### src/design/lkw_pkg.sv
// ----------------------------------------------------------------------------
// lkw_pkg
// types and constants of the link keepalive watchdog
// ----------------------------------------------------------------------------
`timescale 1ns / 1ps

package lkw_pkg;

  localparam int NOW_W      = 32;
  localparam int INTV_W     = 16;
  localparam int REINIT_W   = 8;
  localparam int COUNT_W    = 16;
  localparam int FUNC_W     = 2;
  localparam int CFG_IDX_W  = 8;
  localparam int CFG_DATA_W = 16;

  localparam logic [INTV_W-1:0]   PING_INTV_RST   = 16'd4000;
  localparam logic [INTV_W-1:0]   DISC_INTV_RST   = 16'd6000;
  localparam logic [REINIT_W-1:0] REINIT_AT_RST   = 8'd3;
  localparam logic                REINIT_EN_RST   = 1'b1;
  localparam logic [COUNT_W-1:0]  COUNT_MAX       = {COUNT_W{1'b1}};

  typedef enum logic [FUNC_W-1:0] {
    FUNC_POLL      = 2'd0,
    FUNC_RX_SEEN   = 2'd1,
    FUNC_HANDSHAKE = 2'd2
  } func_t;

  typedef enum logic [CFG_IDX_W-1:0] {
    REG_PING_INTV = 8'd0,
    REG_DISC_INTV = 8'd1,
    REG_REINIT_AT = 8'd2,
    REG_REINIT_EN = 8'd3
  } reg_idx_t;

  typedef struct packed {
    logic [INTV_W-1:0]   ping_interval;
    logic [INTV_W-1:0]   disconnect_interval;
    logic [REINIT_W-1:0] reinit_at_count;
    logic                reinit_enable;
  } cfg_t;

  typedef struct packed {
    logic               connected;
    logic               send_status_request;
    logic               flush_receive;
    logic               reinit_link;
    logic [COUNT_W-1:0] timeout_number;
  } result_t;

endpackage

### src/design/lkw_ifs.sv
// ----------------------------------------------------------------------------
// lkw channel interfaces
// input, result and configuration channels with valid/ready handshake
// ----------------------------------------------------------------------------
`timescale 1ns / 1ps

interface lkw_in_if;
  import lkw_pkg::*;
  logic              valid;
  logic              ready;
  logic [FUNC_W-1:0] func;
  logic [NOW_W-1:0]  now_ms;
  modport source (output valid, output func, output now_ms, input ready);
  modport sink   (input valid, input func, input now_ms, output ready);
endinterface

interface lkw_out_if;
  import lkw_pkg::*;
  logic               valid;
  logic               ready;
  logic               connected;
  logic               send_status_request;
  logic               flush_receive;
  logic               reinit_link;
  logic [COUNT_W-1:0] timeout_number;
  modport source (output valid, output connected, output send_status_request,
                  output flush_receive, output reinit_link, output timeout_number,
                  input ready);
  modport sink   (input valid, input connected, input send_status_request,
                  input flush_receive, input reinit_link, input timeout_number,
                  output ready);
endinterface

interface lkw_cfg_if;
  import lkw_pkg::*;
  logic                  valid;
  logic                  ready;
  logic [CFG_IDX_W-1:0]  index;
  logic [CFG_DATA_W-1:0] data;
  modport source (output valid, output index, output data, input ready);
  modport sink   (input valid, input index, input data, output ready);
endinterface

### src/design/link_keepalive_watchdog.sv
// ----------------------------------------------------------------------------
// link_keepalive_watchdog
// keepalive watchdog for a serial link: polls, receive activity and
// handshake notices in, one connection verdict with requests out per item
// ----------------------------------------------------------------------------
//   channel   dir  handshake      payload
//   in_ch     in   valid/ready    func, now_ms
//   out_ch    out  valid/ready    connected, send_status_request,
//                                 flush_receive, reinit_link, timeout_number
//   cfg_ch    in   valid/ready    index, data (ready always high)
//
// one item per cycle while the result channel is not stalled; items pass
// from input register to result register, with the watchdog state updated
// as an item leaves the input register
// reset: synchronous, rst_n low; no clearing pass
// a stalled result holds the result register; the input register keeps
// accepting while the result register is free or being taken
// ----------------------------------------------------------------------------
`timescale 1ns / 1ps

module link_keepalive_watchdog (
  input  logic      clk,
  input  logic      rst_n,
  lkw_in_if.sink    in_ch,
  lkw_out_if.source out_ch,
  lkw_cfg_if.sink   cfg_ch
);
  import lkw_pkg::*;

  cfg_t             cfg;
  result_t          core_res;
  logic             advance;

  logic              s1_valid_r;
  logic [FUNC_W-1:0] s1_func_r;
  logic [NOW_W-1:0]  s1_now_r;
  logic              out_valid_r;
  result_t           out_res_r;

  assign cfg_ch.ready = 1'b1;

  lkw_cfg_regs u_cfg (
    .clk     (clk),
    .rst_n   (rst_n),
    .wr_en   (cfg_ch.valid && cfg_ch.ready),
    .wr_idx  (cfg_ch.index),
    .wr_data (cfg_ch.data),
    .cfg     (cfg)
  );

  assign advance     = !out_valid_r || out_ch.ready;
  assign in_ch.ready = !s1_valid_r || advance;

  lkw_core u_core (
    .clk    (clk),
    .rst_n  (rst_n),
    .en     (advance && s1_valid_r),
    .func   (s1_func_r),
    .now_ms (s1_now_r),
    .cfg    (cfg),
    .res    (core_res)
  );

  // input register
  always_ff @(posedge clk) begin
    if (!rst_n) begin
      s1_valid_r <= 1'b0;
    end else if (in_ch.ready) begin
      s1_valid_r <= in_ch.valid;
    end
  end

  always_ff @(posedge clk) begin
    if (in_ch.ready && in_ch.valid) begin
      s1_func_r <= in_ch.func;
      s1_now_r  <= in_ch.now_ms;
    end
  end

  // result register
  always_ff @(posedge clk) begin
    if (!rst_n) begin
      out_valid_r <= 1'b0;
    end else if (advance) begin
      out_valid_r <= s1_valid_r;
    end
  end

  always_ff @(posedge clk) begin
    if (advance && s1_valid_r) begin
      out_res_r <= core_res;
    end
  end

  assign out_ch.valid               = out_valid_r;
  assign out_ch.connected           = out_res_r.connected;
  assign out_ch.send_status_request = out_res_r.send_status_request;
  assign out_ch.flush_receive       = out_res_r.flush_receive;
  assign out_ch.reinit_link         = out_res_r.reinit_link;
  assign out_ch.timeout_number      = out_res_r.timeout_number;

endmodule

### src/design/lkw_cfg_regs.sv
// ----------------------------------------------------------------------------
// lkw_cfg_regs
// configuration register file, written through the cfg channel
// ----------------------------------------------------------------------------
`timescale 1ns / 1ps

module lkw_cfg_regs (
  input  logic                          clk,
  input  logic                          rst_n,
  input  logic                          wr_en,
  input  logic [lkw_pkg::CFG_IDX_W-1:0]  wr_idx,
  input  logic [lkw_pkg::CFG_DATA_W-1:0] wr_data,
  output lkw_pkg::cfg_t                 cfg
);
  import lkw_pkg::*;

  cfg_t cfg_r, cfg_nxt;

  always_comb begin
    cfg_nxt = cfg_r;
    if (wr_en) begin
      case (reg_idx_t'(wr_idx))
        REG_PING_INTV: cfg_nxt.ping_interval       = wr_data[INTV_W-1:0];
        REG_DISC_INTV: cfg_nxt.disconnect_interval = wr_data[INTV_W-1:0];
        REG_REINIT_AT: cfg_nxt.reinit_at_count     = wr_data[REINIT_W-1:0];
        REG_REINIT_EN: cfg_nxt.reinit_enable       = wr_data[0];
        default: cfg_nxt = cfg_r;
      endcase
    end
  end

  always_ff @(posedge clk) begin
    if (!rst_n) begin
      cfg_r.ping_interval       <= PING_INTV_RST;
      cfg_r.disconnect_interval <= DISC_INTV_RST;
      cfg_r.reinit_at_count     <= REINIT_AT_RST;
      cfg_r.reinit_enable       <= REINIT_EN_RST;
    end else begin
      cfg_r <= cfg_nxt;
    end
  end

  assign cfg = cfg_r;

endmodule

### src/design/lkw_core.sv
// ----------------------------------------------------------------------------
// lkw_core
// watchdog state and per-item decision logic
// ----------------------------------------------------------------------------
`timescale 1ns / 1ps

module lkw_core (
  input  logic                      clk,
  input  logic                      rst_n,
  input  logic                      en,
  input  logic [lkw_pkg::FUNC_W-1:0] func,
  input  logic [lkw_pkg::NOW_W-1:0]  now_ms,
  input  lkw_pkg::cfg_t             cfg,
  output lkw_pkg::result_t          res
);
  import lkw_pkg::*;

  logic               start_pending_r, start_pending_nxt;
  logic               skip_first_ping_r, skip_first_ping_nxt;
  logic [NOW_W-1:0]   ping_deadline_r, ping_deadline_nxt;
  logic [NOW_W-1:0]   disc_deadline_r, disc_deadline_nxt;
  logic [COUNT_W-1:0] timeout_count_r, timeout_count_nxt;

  logic [NOW_W-1:0]   ping_ext, disc_ext;
  logic [NOW_W-1:0]   ping_next_dl, disc_next_dl, first_disc_dl;
  logic [NOW_W-1:0]   disc_diff, ping_diff;
  logic               disc_passed, ping_passed;
  logic [COUNT_W-1:0] count_inc;

  always_comb begin
    ping_ext      = {{(NOW_W-INTV_W){1'b0}}, cfg.ping_interval};
    disc_ext      = {{(NOW_W-INTV_W){1'b0}}, cfg.disconnect_interval};
    ping_next_dl  = now_ms + ping_ext;
    disc_next_dl  = now_ms + disc_ext;
    first_disc_dl = disc_next_dl - ping_ext;
    disc_diff     = now_ms - disc_deadline_r;
    ping_diff     = now_ms - ping_deadline_r;
    disc_passed   = !disc_diff[NOW_W-1];
    ping_passed   = !ping_diff[NOW_W-1];
    count_inc     = (timeout_count_r == COUNT_MAX) ? timeout_count_r
                                                   : timeout_count_r + 1'b1;

    start_pending_nxt   = start_pending_r;
    skip_first_ping_nxt = skip_first_ping_r;
    ping_deadline_nxt   = ping_deadline_r;
    disc_deadline_nxt   = disc_deadline_r;
    timeout_count_nxt   = timeout_count_r;
    res                 = '0;

    case (func_t'(func))
      FUNC_POLL: begin
        if (start_pending_r) begin
          start_pending_nxt   = 1'b0;
          disc_deadline_nxt   = first_disc_dl;
          ping_deadline_nxt   = ping_next_dl;
          skip_first_ping_nxt = 1'b0;
          res.send_status_request = !skip_first_ping_r;
        end else if (disc_passed) begin
          timeout_count_nxt       = count_inc;
          res.flush_receive       = 1'b1;
          res.send_status_request = 1'b1;
          res.reinit_link = cfg.reinit_enable &&
                            (count_inc == {{(COUNT_W-REINIT_W){1'b0}}, cfg.reinit_at_count});
          ping_deadline_nxt = ping_next_dl;
          disc_deadline_nxt = disc_next_dl;
        end else begin
          res.connected = 1'b1;
          if (ping_passed) begin
            res.send_status_request = 1'b1;
            ping_deadline_nxt       = ping_next_dl;
          end
        end
      end
      FUNC_RX_SEEN: begin
        ping_deadline_nxt = ping_next_dl;
        disc_deadline_nxt = disc_next_dl;
        timeout_count_nxt = '0;
      end
      FUNC_HANDSHAKE: begin
        skip_first_ping_nxt = 1'b1;
      end
      default: begin
        start_pending_nxt = start_pending_r;
      end
    endcase

    res.timeout_number = timeout_count_nxt;
  end

  always_ff @(posedge clk) begin
    if (!rst_n) begin
      start_pending_r   <= 1'b1;
      skip_first_ping_r <= 1'b0;
      ping_deadline_r   <= '0;
      disc_deadline_r   <= '0;
      timeout_count_r   <= '0;
    end else if (en) begin
      start_pending_r   <= start_pending_nxt;
      skip_first_ping_r <= skip_first_ping_nxt;
      ping_deadline_r   <= ping_deadline_nxt;
      disc_deadline_r   <= disc_deadline_nxt;
      timeout_count_r   <= timeout_count_nxt;
    end
  end

endmodule

### src/flat_wrapper.sv
// flat-port wrapper written by rule: the top's interface ports become plain ports
module link_keepalive_watchdog_flat import lkw_pkg::*;
  (clk, rst_n, in_ch_valid, in_ch_func, in_ch_now_ms, in_ch_ready, out_ch_valid, out_ch_connected, out_ch_send_status_request, out_ch_flush_receive, out_ch_reinit_link, out_ch_timeout_number, out_ch_ready, cfg_ch_valid, cfg_ch_index, cfg_ch_data, cfg_ch_ready);
  lkw_in_if in_ch_i ();
  lkw_out_if out_ch_i ();
  lkw_cfg_if cfg_ch_i ();
  input  logic clk;
  input  logic rst_n;
  input wire logic [$bits(in_ch_i.valid)-1:0] in_ch_valid;
  input wire logic [$bits(in_ch_i.func)-1:0] in_ch_func;
  input wire logic [$bits(in_ch_i.now_ms)-1:0] in_ch_now_ms;
  output wire logic [$bits(in_ch_i.ready)-1:0] in_ch_ready;
  output wire logic [$bits(out_ch_i.valid)-1:0] out_ch_valid;
  output wire logic [$bits(out_ch_i.connected)-1:0] out_ch_connected;
  output wire logic [$bits(out_ch_i.send_status_request)-1:0] out_ch_send_status_request;
  output wire logic [$bits(out_ch_i.flush_receive)-1:0] out_ch_flush_receive;
  output wire logic [$bits(out_ch_i.reinit_link)-1:0] out_ch_reinit_link;
  output wire logic [$bits(out_ch_i.timeout_number)-1:0] out_ch_timeout_number;
  input wire logic [$bits(out_ch_i.ready)-1:0] out_ch_ready;
  input wire logic [$bits(cfg_ch_i.valid)-1:0] cfg_ch_valid;
  input wire logic [$bits(cfg_ch_i.index)-1:0] cfg_ch_index;
  input wire logic [$bits(cfg_ch_i.data)-1:0] cfg_ch_data;
  output wire logic [$bits(cfg_ch_i.ready)-1:0] cfg_ch_ready;
  assign in_ch_i.valid = in_ch_valid;
  assign in_ch_i.func = in_ch_func;
  assign in_ch_i.now_ms = in_ch_now_ms;
  assign in_ch_ready = in_ch_i.ready;
  assign out_ch_valid = out_ch_i.valid;
  assign out_ch_connected = out_ch_i.connected;
  assign out_ch_send_status_request = out_ch_i.send_status_request;
  assign out_ch_flush_receive = out_ch_i.flush_receive;
  assign out_ch_reinit_link = out_ch_i.reinit_link;
  assign out_ch_timeout_number = out_ch_i.timeout_number;
  assign out_ch_i.ready = out_ch_ready;
  assign cfg_ch_i.valid = cfg_ch_valid;
  assign cfg_ch_i.index = cfg_ch_index;
  assign cfg_ch_i.data = cfg_ch_data;
  assign cfg_ch_ready = cfg_ch_i.ready;
  link_keepalive_watchdog u_core (.clk(clk), .rst_n(rst_n), .in_ch(in_ch_i), .out_ch(out_ch_i), .cfg_ch(cfg_ch_i));
endmodule
### config.mk
export PLATFORM = sky130hd
export DESIGN_NAME = link_keepalive_watchdog_flat
export DESIGN_NICKNAME = d
export VERILOG_FILES = /design/src/design/lkw_pkg.sv /design/src/design/lkw_ifs.sv /design/src/design/link_keepalive_watchdog.sv /design/src/design/lkw_cfg_regs.sv /design/src/design/lkw_core.sv /design/src/flat_wrapper.sv
export SDC_FILE = /design/constraint.sdc
export NUM_CORES = 1
export LEC_CHECK = 0
export ABC_AREA = 1
export BUFFER_PORTS_ARGS = -buffer_cell sky130_fd_sc_hd__buf_2
export CAP_MARGIN = 20
export CORE_MARGIN = 4
export CORE_UTILIZATION = 45
export DETAILED_ROUTE_END_ITERATION = 8
export PLACE_DENSITY = 0.65
export SETUP_SLACK_MARGIN = 0.05
export SLEW_MARGIN = 0
export SYNTH_ARGS = -nofsm -noshare
export SYNTH_HDL_FRONTEND = slang
export SYNTH_SLANG_ARGS = --single-unit
### constraint.sdc
create_clock -name clk -period 6.7 [get_ports clk]
set_clock_uncertainty 0.05 [all_clocks]
set_input_delay 2.01 -clock clk [delete_from_list [all_inputs] [get_ports clk]]
set_output_delay 2.01 -clock clk [all_outputs]
set_load 0.005 [all_outputs]
==> results of run 1 <==
==> routing by layer <==
metal  global-route usage  up-vias  wire (um)  share of wire
met5                    0        -          0              0
li1                     -     6365          -              -
met4               0.0715        0        945          0.025
met3               0.0471       60       2400          0.063
met2                0.393      359      17000           0.45
met1                0.338     5745      17800           0.47
==> how the worst max path moves through the flow <==
stage                                   endpoint  slack, ns
6_report       u_core.u_core.ping_deadline_r[24]       2.14
3_5_place_dp   u_core.u_core.ping_deadline_r[23]       1.95
3_3_place_gp   u_core.u_core.ping_deadline_r[25]       2.01
2_1_floorplan                        in_ch_ready       2.48
5_1_grt        u_core.u_core.ping_deadline_r[28]       1.72
4_1_cts        u_core.u_core.ping_deadline_r[24]       2.23
==> critical path, delay by kind of cell (launching register included) <==
kind,cells,cell delay [ns]
DFF,1,0.51
buffers and inverters,2,0.62
adders and majority gates,1,0.34
AOI/OAI and AO/OA,2,0.36
and+or+nand+nor,11,2.56
==> layout make-up <==
class / instances / area [um2] / share of cell area
clock buffer: 17 / 425 / 0.0298
timing repair buffer: 89 / 478 / 0.0335
sequential: 179 / 4120 / 0.289
multi-input combinational: 1411 / 7630 / 0.534
tap: 378 / 473 / 0.0331
clock inverter: 15 / 151 / 0.0106
inverter: 267 / 1000 / 0.0702
==> logic make-up (layout without fill, tap and decap cells) <==
group           Yosys count  after routing  share of synthesized area
mux                       1              1                   0.000772
fa+ha+maj               112            112                      0.110
buf+inv                 314            388                     0.0933
other cells               1              1                   0.000289
compound gates          338            338                      0.137
xor+xnor                 60             60                     0.0405
simple gates            899            899                      0.300
flops                   179            179                      0.318
==> cell usage in the layout, fill, tap and decap left out, types with 7 or more instances in the layout <==
cell,n
nand2_2,13
o211ai_1,15
nand2_1,478
nor2_1,184
nand3_1,119
nand3b_1,7
nor3_1,20
ha_1,109
clkbuf_16,17
inv_1,254
xor2_1,45
nor2_2,9
a21oi_1,166
buf_2,84
xnor2_1,15
dfxtp_1,125
inv_2,11
nand4_1,45
edfxtp_1,54
o21ai_0,132
==> stage by stage <==
stage               hold WS (ns)  power (mW)  instance area [um2]  setup slack [ns]
CTS                        0.409        2.77                14300              2.23
finish                     0.412        2.76                14300              2.14
detailed placement         0.398        1.75                13700              1.95
floorplan                  0.382        1.59                13000              2.48
global placement           0.393        1.74                13700              2.01
global route               0.435        2.89                14300              1.72
==> where the power goes <==
| group | switching (mW) | leakage [nW] | internal, mW | total [mW] |
|---|---|---|---|---|
| sequential | 0.0457 | 1.55 | 1.17 | 1.21 |
| clock | 0.495 | 0.274 | 0.524 | 1.02 |
| combinational | 0.343 | 4.89 | 0.181 | 0.524 |
==> flip-flops by register name (all words and copies together), names as in the netlist <==
register,flops
u_core.u_core.ping_deadline_r,32
u_core.u_cfg.cfg,41
u_core.s1_valid_r,1
u_core.s1_func_r,2
u_core.out_ch.reinit_link,1
u_core.out_ch.connected,1
u_core.u_core.disc_deadline_r,32
u_core.out_ch.timeout_number,16
u_core.u_core.skip_first_ping_r,1
u_core.out_ch.flush_receive,1
u_core.s1_now_r,32
u_core.u_core.timeout_count_r,16
u_core.u_core.start_pending_r,1
u_core.out_ch.valid,1
u_core.out_ch.send_status_request,1
==> results.py, run 1 <==
metrics = {
    "place": {
        "hpwl_mm": 29.7,
        "place.gp.congestion": 0.953,
        "dp_cells": 2324,
        "port_buffers": 84,
    },
    "critical_path": {
        "crit_type": "register to register",
        "rr_endpoint": "u_core.u_core.ping_deadline_r[24]",
        "crit_required_ns": 7.03,
        "r2r_slack_ns": 2.14,
        "end_kind": "register",
        "cp_slowest_cell": "nand2_2",
        "crit_top_cell": "nand2_1",
        "critical_path.cell_chain": "ha_1, nand2_1, inv_1, o21ai_1, nand2_1, a21oi_1, nand2_1, nand2_1, nand3b_1, nand2_1, nand2_1, nand2_2, nand2_2, inv_2, nor2_1, nor2_1",
        "reg2reg_from": "u_core.s1_now_r[12]",
        "start_kind": "register",
        "slowest_delay_ns": 0.60,
        "crit_path_max_fanout": 41,
        "arrival_ns": 4.89,
        "critPathLaunch": "u_core.s1_now_r[12]",
        "r2r_cells": 16,
    },
    "clock_tree": {
        "htreeDepth": 4,
        "clk_pin_slew_ns": 0.07,
        "hold_buffers": 0,
        "cts-resized-gates": 0,
        "numCtsBuffers": 17,
        "post_cts_buffers": 0,
        "clock-sinks": 179,
        "clock_latency_ns": 0.46,
        "clockRootBuffer": "clkbuf_16",
        "clk_path_buf_depth": 2,
        "cts_tree": "yes",
    },
    "grt": {
        "antenna_found_initial": 0,
        "grt_pass1_vias": 11879,
        "grt_pass1_wl_mm": 61.4,
        "overflow": 0,
        "grt_use_total": 0.245,
        "grt_max_degree": 86,
    },
    "hold_path": {
        "hold_start": "u_core.u_core.disc_deadline_r[16]",
        "hp-class": "register to register",
        "hold_depth": 2,
        "worst_hold_path.endpoint": "u_core.u_core.disc_deadline_r[16]",
    },
    "logic_synthesis": {
        "synthFlopType": "dfxtp_1",
        "synth_top_area_frac": 0.193,
        "postSynthCellCount": 1904,
        "async_flop_share": 0,
        "synth_area_leaders": "dfxtp_1, nand2_1, edfxtp_1",
        "synth_edf_count": 54,
        "ys_types": 51,
        "yosys.area.top_type": "dfxtp_1",
        "synth_seq_area_share": 0.318,
        "synth_seq_cells": 179,
        "avgSynthCellArea_um2": 6.81,
        "synthesis.area_um2": 13000,
        "yosysWarningCount": 0,
        "synthMostInstantiatedCell": "nand2_1",
        "syn_nets": 2079,
        "synthTopCellsByCount": "nand2_1, inv_1, nor2_1",
    },
    "layout": {
        "drive_above_1_share": 0.0880,
        "nets": 2140,
        "num_antenna_cells": 0,
        "syn_to_final_growth_pct": 10.2,
        "fin_cells": 2356,
        "postLayoutCoreUtil": 0.509,
        "fill_cells": 2895,
    },
    "sta": {
        "finalSetupTns_ns": 0,
        "rsz0062_at_grt": "no",
        "fin_crit_ns": 4.56,
        "hold_viol": 0,
        "setup_violations": 0,
        "fmax_ghz": 0.219,
        "slew_violations": 0,
        "fin_crit_sh": 0.680,
        "tightestPinTransition_ns": 0.981,
        "maxSlewHeadroom": 0.345,
    },
    "floorplanning": {
        "initial_core_util": 0.462,
        "dieWidth_um": 178,
        "core_area_um2": 28100,
        "die_h_um": 178,
        "rows": 61,
        "ios": 86,
        "die_area_um2": 31600,
    },
    "route": {
        "drt_iter0_drc": 947,
        "first_pass_iters": 5,
        "wirelength_mm": 38.2,
        "ant_nets": 0,
        "viasPerCell": 5.32,
        "drcViolationCount": 0,
        "num_vias": 12529,
        "wl_per_cell_um": 16.2,
    },
    "power": {
        "ir_worst_vdd_mv": 0.190,
        "power.density_nw_per_um2": 193,
        "p_leak_nw": 6.71,
    },
    "job": {
        "max_cap_violations": 0,
    },
    "outcome": {
        "run_status": "completed",
    },
}
No activity file was read; power rests on OpenSTA's default activity.
==> run 2, diff against run 1 <==
==> constraint.sdc (replaced) <==
create_clock -name clk -period 4.6 [get_ports clk]
set_clock_uncertainty 0.05 [all_clocks]
set_input_delay 1.38 -clock clk [delete_from_list [all_inputs] [get_ports clk]]
set_output_delay 1.38 -clock clk [all_outputs]
set_load 0.005 [all_outputs]
==> run 2 against run 1 <==
Sequential cell count is the same. Sequential share of layout area shrank 0.22 points. Utilization increased by 0.39 points. Critical path type unchanged. Critical endpoint is now u_core.u_core.disc_deadline_r[29].
==> results.py, run 2 (same netlist as run 1, synthesis figures left out) <==
metrics = {
    "outcome": {
        "run_status": "completed",
    },
    "clock_tree": {
        "numCtsBuffers": 17,
        "cts-resized-gates": 0,
        "cts_tree": "yes",
        "hold_buffers": 0,
        "clock_latency_ns": 0.45,
        "post_cts_buffers": 0,
        "clk_path_buf_depth": 2,
        "clk_pin_slew_ns": 0.07,
        "clock-sinks": 179,
        "clockRootBuffer": "clkbuf_16",
        "htreeDepth": 4,
    },
    "sta": {
        "tightestPinTransition_ns": 0.877,
        "timing.hold.ws_ns": 0.417,
        "hold_viol": 0,
        "slew_violations": 0,
        "setup_violations": 0,
        "rsz0062_at_grt": "no",
        "fin_crit_sh": 0.865,
        "maxSlewHeadroom": 0.415,
        "finalSetupTns_ns": 0,
        "fmax_ghz": 0.251,
        "fin_crit_ns": 3.98,
    },
    "layout": {
        "nets": 2150,
        "postLayoutCoreUtil": 0.512,
        "num_antenna_cells": 0,
        "final_common_cell": "nand2_1",
        "fill_cells": 2871,
        "drive_above_1_share": 0.0926,
        "largest_reg_flops": 41,
        "final_cell_mix": "nand2_1, inv_1, nor2_1, a21oi_1, o21ai_0",
        "syn_to_final_growth_pct": 11.0,
    },
    "route": {
        "wl_per_cell_um": 16.8,
        "viasPerCell": 5.32,
        "num_vias": 12582,
        "wirelength_mm": 39.7,
        "first_pass_iters": 5,
        "drt_iter0_drc": 1066,
        "ant_nets": 0,
        "drcViolationCount": 0,
    },
    "critical_path": {
        "arrival_ns": 4.29,
        "rr_endpoint": "u_core.u_core.disc_deadline_r[29]",
        "critical-path-top-delay-family": "simple AND/OR/NAND/NOR gates",
        "start_kind": "register",
        "cp_slowest_cell": "fa_1",
        "crit_path_max_fanout": 6,
        "cp_num_buf_inv": 1,
        "crit_top_cell": "nand3_1",
        "r2r_cells": 20,
        "end_kind": "register",
        "slowest_delay_ns": 0.51,
        "r2r_slack_ns": 0.62,
        "reg2reg_from": "u_core.s1_now_r[0]",
        "crit_required_ns": 4.91,
        "critical_path.cell_chain": "ha_1, fa_1, nand3_1, nand3_1, nand3_1, nand3_1, xor2_1, ha_1, a21oi_1, o21ai_0, a21oi_1, a21oi_1, nand2_1, nand2_1, nor2_4, nand3_1, nand2_1, nand3_1, nand2_1, inv_1",
        "critPathLaunch": "u_core.s1_now_r[0]",
        "crit_type": "register to register",
    },
    "grt": {
        "grt_use_total": 0.255,
        "grt_pass1_wl_mm": 63.6,
        "grt_pass1_vias": 12101,
        "antenna_found_initial": 0,
        "grt_max_degree": 86,
        "overflow": 0,
    },
    "place": {
        "place.gp.congestion": 0.950,
        "port_buffers": 84,
        "hpwl_mm": 30.5,
    },
    "floorplanning": {
        "initial_core_util": 0.462,
        "core_area_um2": 28100,
        "ios": 86,
        "die_h_um": 178,
        "dieWidth_um": 178,
        "die_area_um2": 31600,
        "rows": 61,
    },
    "power": {
        "power.density_nw_per_um2": 287,
        "ir_worst_vdd_mv": 0.259,
        "p_leak_nw": 6.79,
    },
    "job": {
        "max_cap_violations": 0,
    },
    "hold_path": {
        "hold_start": "u_core.u_core.disc_deadline_r[4]",
        "worst_hold_path.endpoint": "u_core.u_core.disc_deadline_r[4]",
        "hp-class": "register to register",
        "hold_depth": 2,
    },
}
run 2: cell types whose count changed in the layout (fill, tap and decap cells not counted), sizes merged:
| cell | delta |
|---|---|
| inv | -2 |
| buf | +10 |
| clkbuf | +4 |
| clkinvlp | -2 |
run 2: worst max-delay path by stage:
| stage | to | slack [ns] | depth (start not counted) |
|---|---|---|---|
| after floorplan | u_core.u_core.disc_deadline_r[30] | 1.37 | 24 |
| after global placement | u_core.u_core.disc_deadline_r[29] | 0.57 | 20 |
| after detailed placement | u_core.u_core.disc_deadline_r[29] | 0.63 | 20 |
| after CTS | u_core.u_core.disc_deadline_r[29] | 0.62 | 20 |
| after global routing | u_core.u_core.disc_deadline_r[31] | 0.20 | 22 |
| final | u_core.u_core.disc_deadline_r[29] | 0.62 | 20 |
run 2: metrics by stage:
stage               worst slack [ns]  power, mW  std cells  instance area (um2)
detailed placement             0.631       2.57       2334                13800
CTS                            0.620       4.14       2366                14400
global placement               0.567       2.56       2334                13800
finish                         0.621       4.13       2366                14400
floorplan                       1.37       2.32       1904                13000
global route                   0.203       4.33       2366                14400
run 2: layout make-up:
type,instances,area [um2],area share
tap,378,473,0.0329
clock inverter,11,106,0.00739
multi-input combinational,1411,7630,0.530
sequential,179,4120,0.287
inverter,267,1000,0.0696
timing repair buffer,99,533,0.0370
clock buffer,21,526,0.0365
run 2: metal layers:
metal	vias up	global-route usage	share of wire
met2	351	0.419	0.45
met5	-	0	0
met4	0	0.0780	0.023
met1	5794	0.351	0.47
li1	6376	-	-
met3	61	0.0343	0.051
run 2: power by group:
part | switching (mW) | internal [mW] | leakage (nW) | total, mW
Sequential | 0.0600 | 1.70 | 1.55 | 1.76
Clock | 0.698 | 0.884 | 0.310 | 1.58
Combinational | 0.517 | 0.268 | 4.93 | 0.784
run 2: worst reg2reg max path: stages, from the launching register on:
cell      delay, ns
edfxtp_1       0.43
ha_1           0.31
fa_1           0.51
nand3_1        0.11
nand3_1        0.17
nand3_1        0.12
nand3_1        0.20
xor2_1         0.28
ha_1           0.33
a21oi_1        0.24
o21ai_0        0.13
a21oi_1        0.20
a21oi_1        0.10
nand2_1        0.07
nand2_1        0.09
nor2_4         0.20
nand3_1        0.09
nand2_1        0.06
nand3_1        0.08
nand2_1        0.08
inv_1          0.03
==> run 3, diff against run 2 <==
--- a/config.mk
+++ b/config.mk
@@ -8,6 +8,7 @@
 export ABC_AREA = 1
 export BUFFER_PORTS_ARGS = -buffer_cell sky130_fd_sc_hd__buf_2
 export CAP_MARGIN = 20
+export CORE_ASPECT_RATIO = 0.8
 export CORE_MARGIN = 4
 export CORE_UTILIZATION = 45
 export DETAILED_ROUTE_END_ITERATION = 8
==> run 3 against run 2 <==
Largest cell class unchanged. Register-to-register slack worse by 0.14 ns. Setup slack worse by 0.14 ns. Die area about the same. Combinational power is 1% lower. Cell area fell by 0.54%. First-iteration DRC count increased by 15%. Via count grew 0.98%. Sequential cell count unchanged. Hold slack worse by 0.0075 ns. Count of clock-buffer cells in the layout down 2.
==> results.py, run 3 (same netlist as run 1, synthesis figures left out) <==
metrics = {
    "place": {
        "place.gp.congestion": 0.980,
        "port_buffers": 84,
        "hpwl_mm": 31.1,
    },
    "sta": {
        "finalSetupTns_ns": 0,
        "fin_crit_sh": 0.894,
        "rsz0062_at_grt": "no",
        "tightestPinTransition_ns": 0.947,
        "fmax_ghz": 0.243,
        "fin_crit_ns": 4.11,
        "setup_violations": 0,
        "timing.hold.ws_ns": 0.410,
        "hold_viol": 0,
        "slew_violations": 0,
        "maxSlewHeadroom": 0.369,
    },
    "outcome": {
        "run_status": "completed",
    },
    "layout": {
        "final_cell_mix": "nand2_1, inv_1, nor2_1, a21oi_1, o21ai_0",
        "postLayoutCoreUtil": 0.505,
        "drive_above_1_share": 0.0907,
        "final_common_cell": "nand2_1",
        "syn_to_final_growth_pct": 10.4,
        "nets": 2147,
        "largest_reg_flops": 41,
        "num_antenna_cells": 0,
        "fill_cells": 2905,
    },
    "route": {
        "drt_iter0_drc": 1228,
        "wirelength_mm": 40.0,
        "num_vias": 12705,
        "wl_per_cell_um": 17.0,
        "drcViolationCount": 0,
        "first_pass_iters": 5,
        "viasPerCell": 5.39,
        "ant_nets": 0,
    },
    "clock_tree": {
        "clk_pin_slew_ns": 0.08,
        "cts_tree": "yes",
        "numCtsBuffers": 17,
        "clock_latency_ns": 0.46,
        "clk_path_buf_depth": 2,
        "clock-sinks": 179,
        "htreeDepth": 4,
        "clockRootBuffer": "clkbuf_16",
        "post_cts_buffers": 0,
    },
    "power": {
        "seq_power_share": 0.440,
        "power.density_nw_per_um2": 280,
        "switchingPower_mw": 1.29,
        "total_power_mw": 4.01,
        "clock_power_share": 0.367,
        "swShare": 0.321,
        "p_int_mw": 2.72,
        "p_comb_frac": 0.193,
        "ir_worst_vdd_mv": 0.283,
        "p_leak_nw": 6.74,
    },
    "floorplanning": {
        "initial_core_util": 0.457,
        "dieWidth_um": 198,
        "rows": 55,
        "die_h_um": 160,
        "die_area_um2": 31600,
        "ios": 86,
        "core_area_um2": 28400,
    },
    "hold_path": {
        "hold_start": "u_core.u_core.ping_deadline_r[18]",
        "hp-class": "register to register",
        "hold_depth": 2,
        "worst_hold_path.endpoint": "u_core.u_core.ping_deadline_r[18]",
    },
    "grt": {
        "grt_max_degree": 86,
        "overflow": 0,
        "grt_pass1_vias": 11756,
        "grt_use_total": 0.251,
        "grt_pass1_wl_mm": 63.6,
        "antenna_found_initial": 0,
    },
    "critical_path": {
        "critPathLaunch": "u_core.s1_now_r[0]",
        "r2r_cells": 24,
        "crit_type": "register to register",
        "start_kind": "register",
        "crit_path_max_fanout": 6,
        "crit_required_ns": 4.90,
        "rr_endpoint": "u_core.u_core.disc_deadline_r[30]",
        "r2r_slack_ns": 0.49,
        "reg2reg_from": "u_core.s1_now_r[0]",
        "end_kind": "register",
        "arrival_ns": 4.41,
    },
    "job": {
        "max_cap_violations": 0,
    },
}
[run 3: cell count changes in the layout (fill, tap and decap cells not counted), sizes merged]
cell and change:
clkinv +1, buf -3, clkinvlp +1, clkbuf -2
[run 3: power by group through the flow]
| stage | sequential, mW | combinational (mW) | clock, mW |
|---|---|---|---|
| after floorplan | 1.77 | 0.549 | 0 |
| after global placement | 1.80 | 0.750 | 0 |
| after detailed placement | 1.80 | 0.762 | 0 |
| after CTS | 1.76 | 0.768 | 1.50 |
| after global routing | 1.77 | 0.886 | 1.56 |
| final | 1.76 | 0.776 | 1.47 |
[run 3: stage by stage]
| step | area [um2] | std cells | setup WS, ns |
|---|---|---|---|
| 2_1_floorplan | 13000 | 1904 | 1.37 |
| 3_3_place_gp | 13700 | 2322 | 0.499 |
| 3_5_place_dp | 13700 | 2322 | 0.514 |
| 4_1_cts | 14300 | 2354 | 0.497 |
| 5_1_grt | 14300 | 2355 | 0.0648 |
| 6_report | 14300 | 2355 | 0.485 |
[run 3: worst max-delay path by stage]
stage                                        end  slack, ns  depth (start not counted)
6_report       u_core.u_core.disc_deadline_r[30]       0.49                         24
4_1_cts        u_core.u_core.disc_deadline_r[30]       0.50                         24
5_1_grt        u_core.u_core.disc_deadline_r[30]       0.06                         24
2_1_floorplan  u_core.u_core.disc_deadline_r[30]       1.37                         24
3_3_place_gp   u_core.u_core.disc_deadline_r[30]       0.50                         24
3_5_place_dp   u_core.u_core.disc_deadline_r[30]       0.51                         24
[run 3: metal layers]
metal / wire length [um] / global-route usage / up-vias
met5: 0 / 0 / -
met4: 1040 / 0.0745 / 0
met3: 3150 / 0.0453 / 57
met2: 17200 / 0.383 / 458
met1: 18600 / 0.363 / 5814
li1: - / - / 6376
[run 3: final cells by class]
cell class	instances	area [um2]	share of cell area
clock buffer	19	433	0.0302
clock inverter	13	126	0.00883
inverter	267	1000	0.0700
multi-input combinational	1411	7640	0.533
sequential	179	4120	0.288
tap	370	463	0.0323
timing repair buffer	96	531	0.0371
[run 3: critical path, cell delays in order, from the launching register on]
cell      delay (ns)
edfxtp_1        0.44
ha_1            0.28
fa_1            0.52
nand2_1         0.10
nand2_1         0.07
nand3_1         0.07
nand2_1         0.17
nand2_1         0.10
nand2_1         0.18
xor2_2          0.22
ha_1            0.38
nand2_1         0.14
o21ai_0         0.09
a21oi_1         0.11
nand2_1         0.10
nand2_1         0.07
nand2_1         0.14
inv_1           0.12
nand2_1         0.12
nor2_4          0.20
nand3_1         0.09
nand2_1         0.06
nand3_1         0.06
nand2_1         0.07
inv_1           0.04
[run 3: what timing repair did]
item,4_1_cts,5_1_grt
hold buffers,0,0
endpoints found under the setup margin,0,1
gates resized for setup,0,1
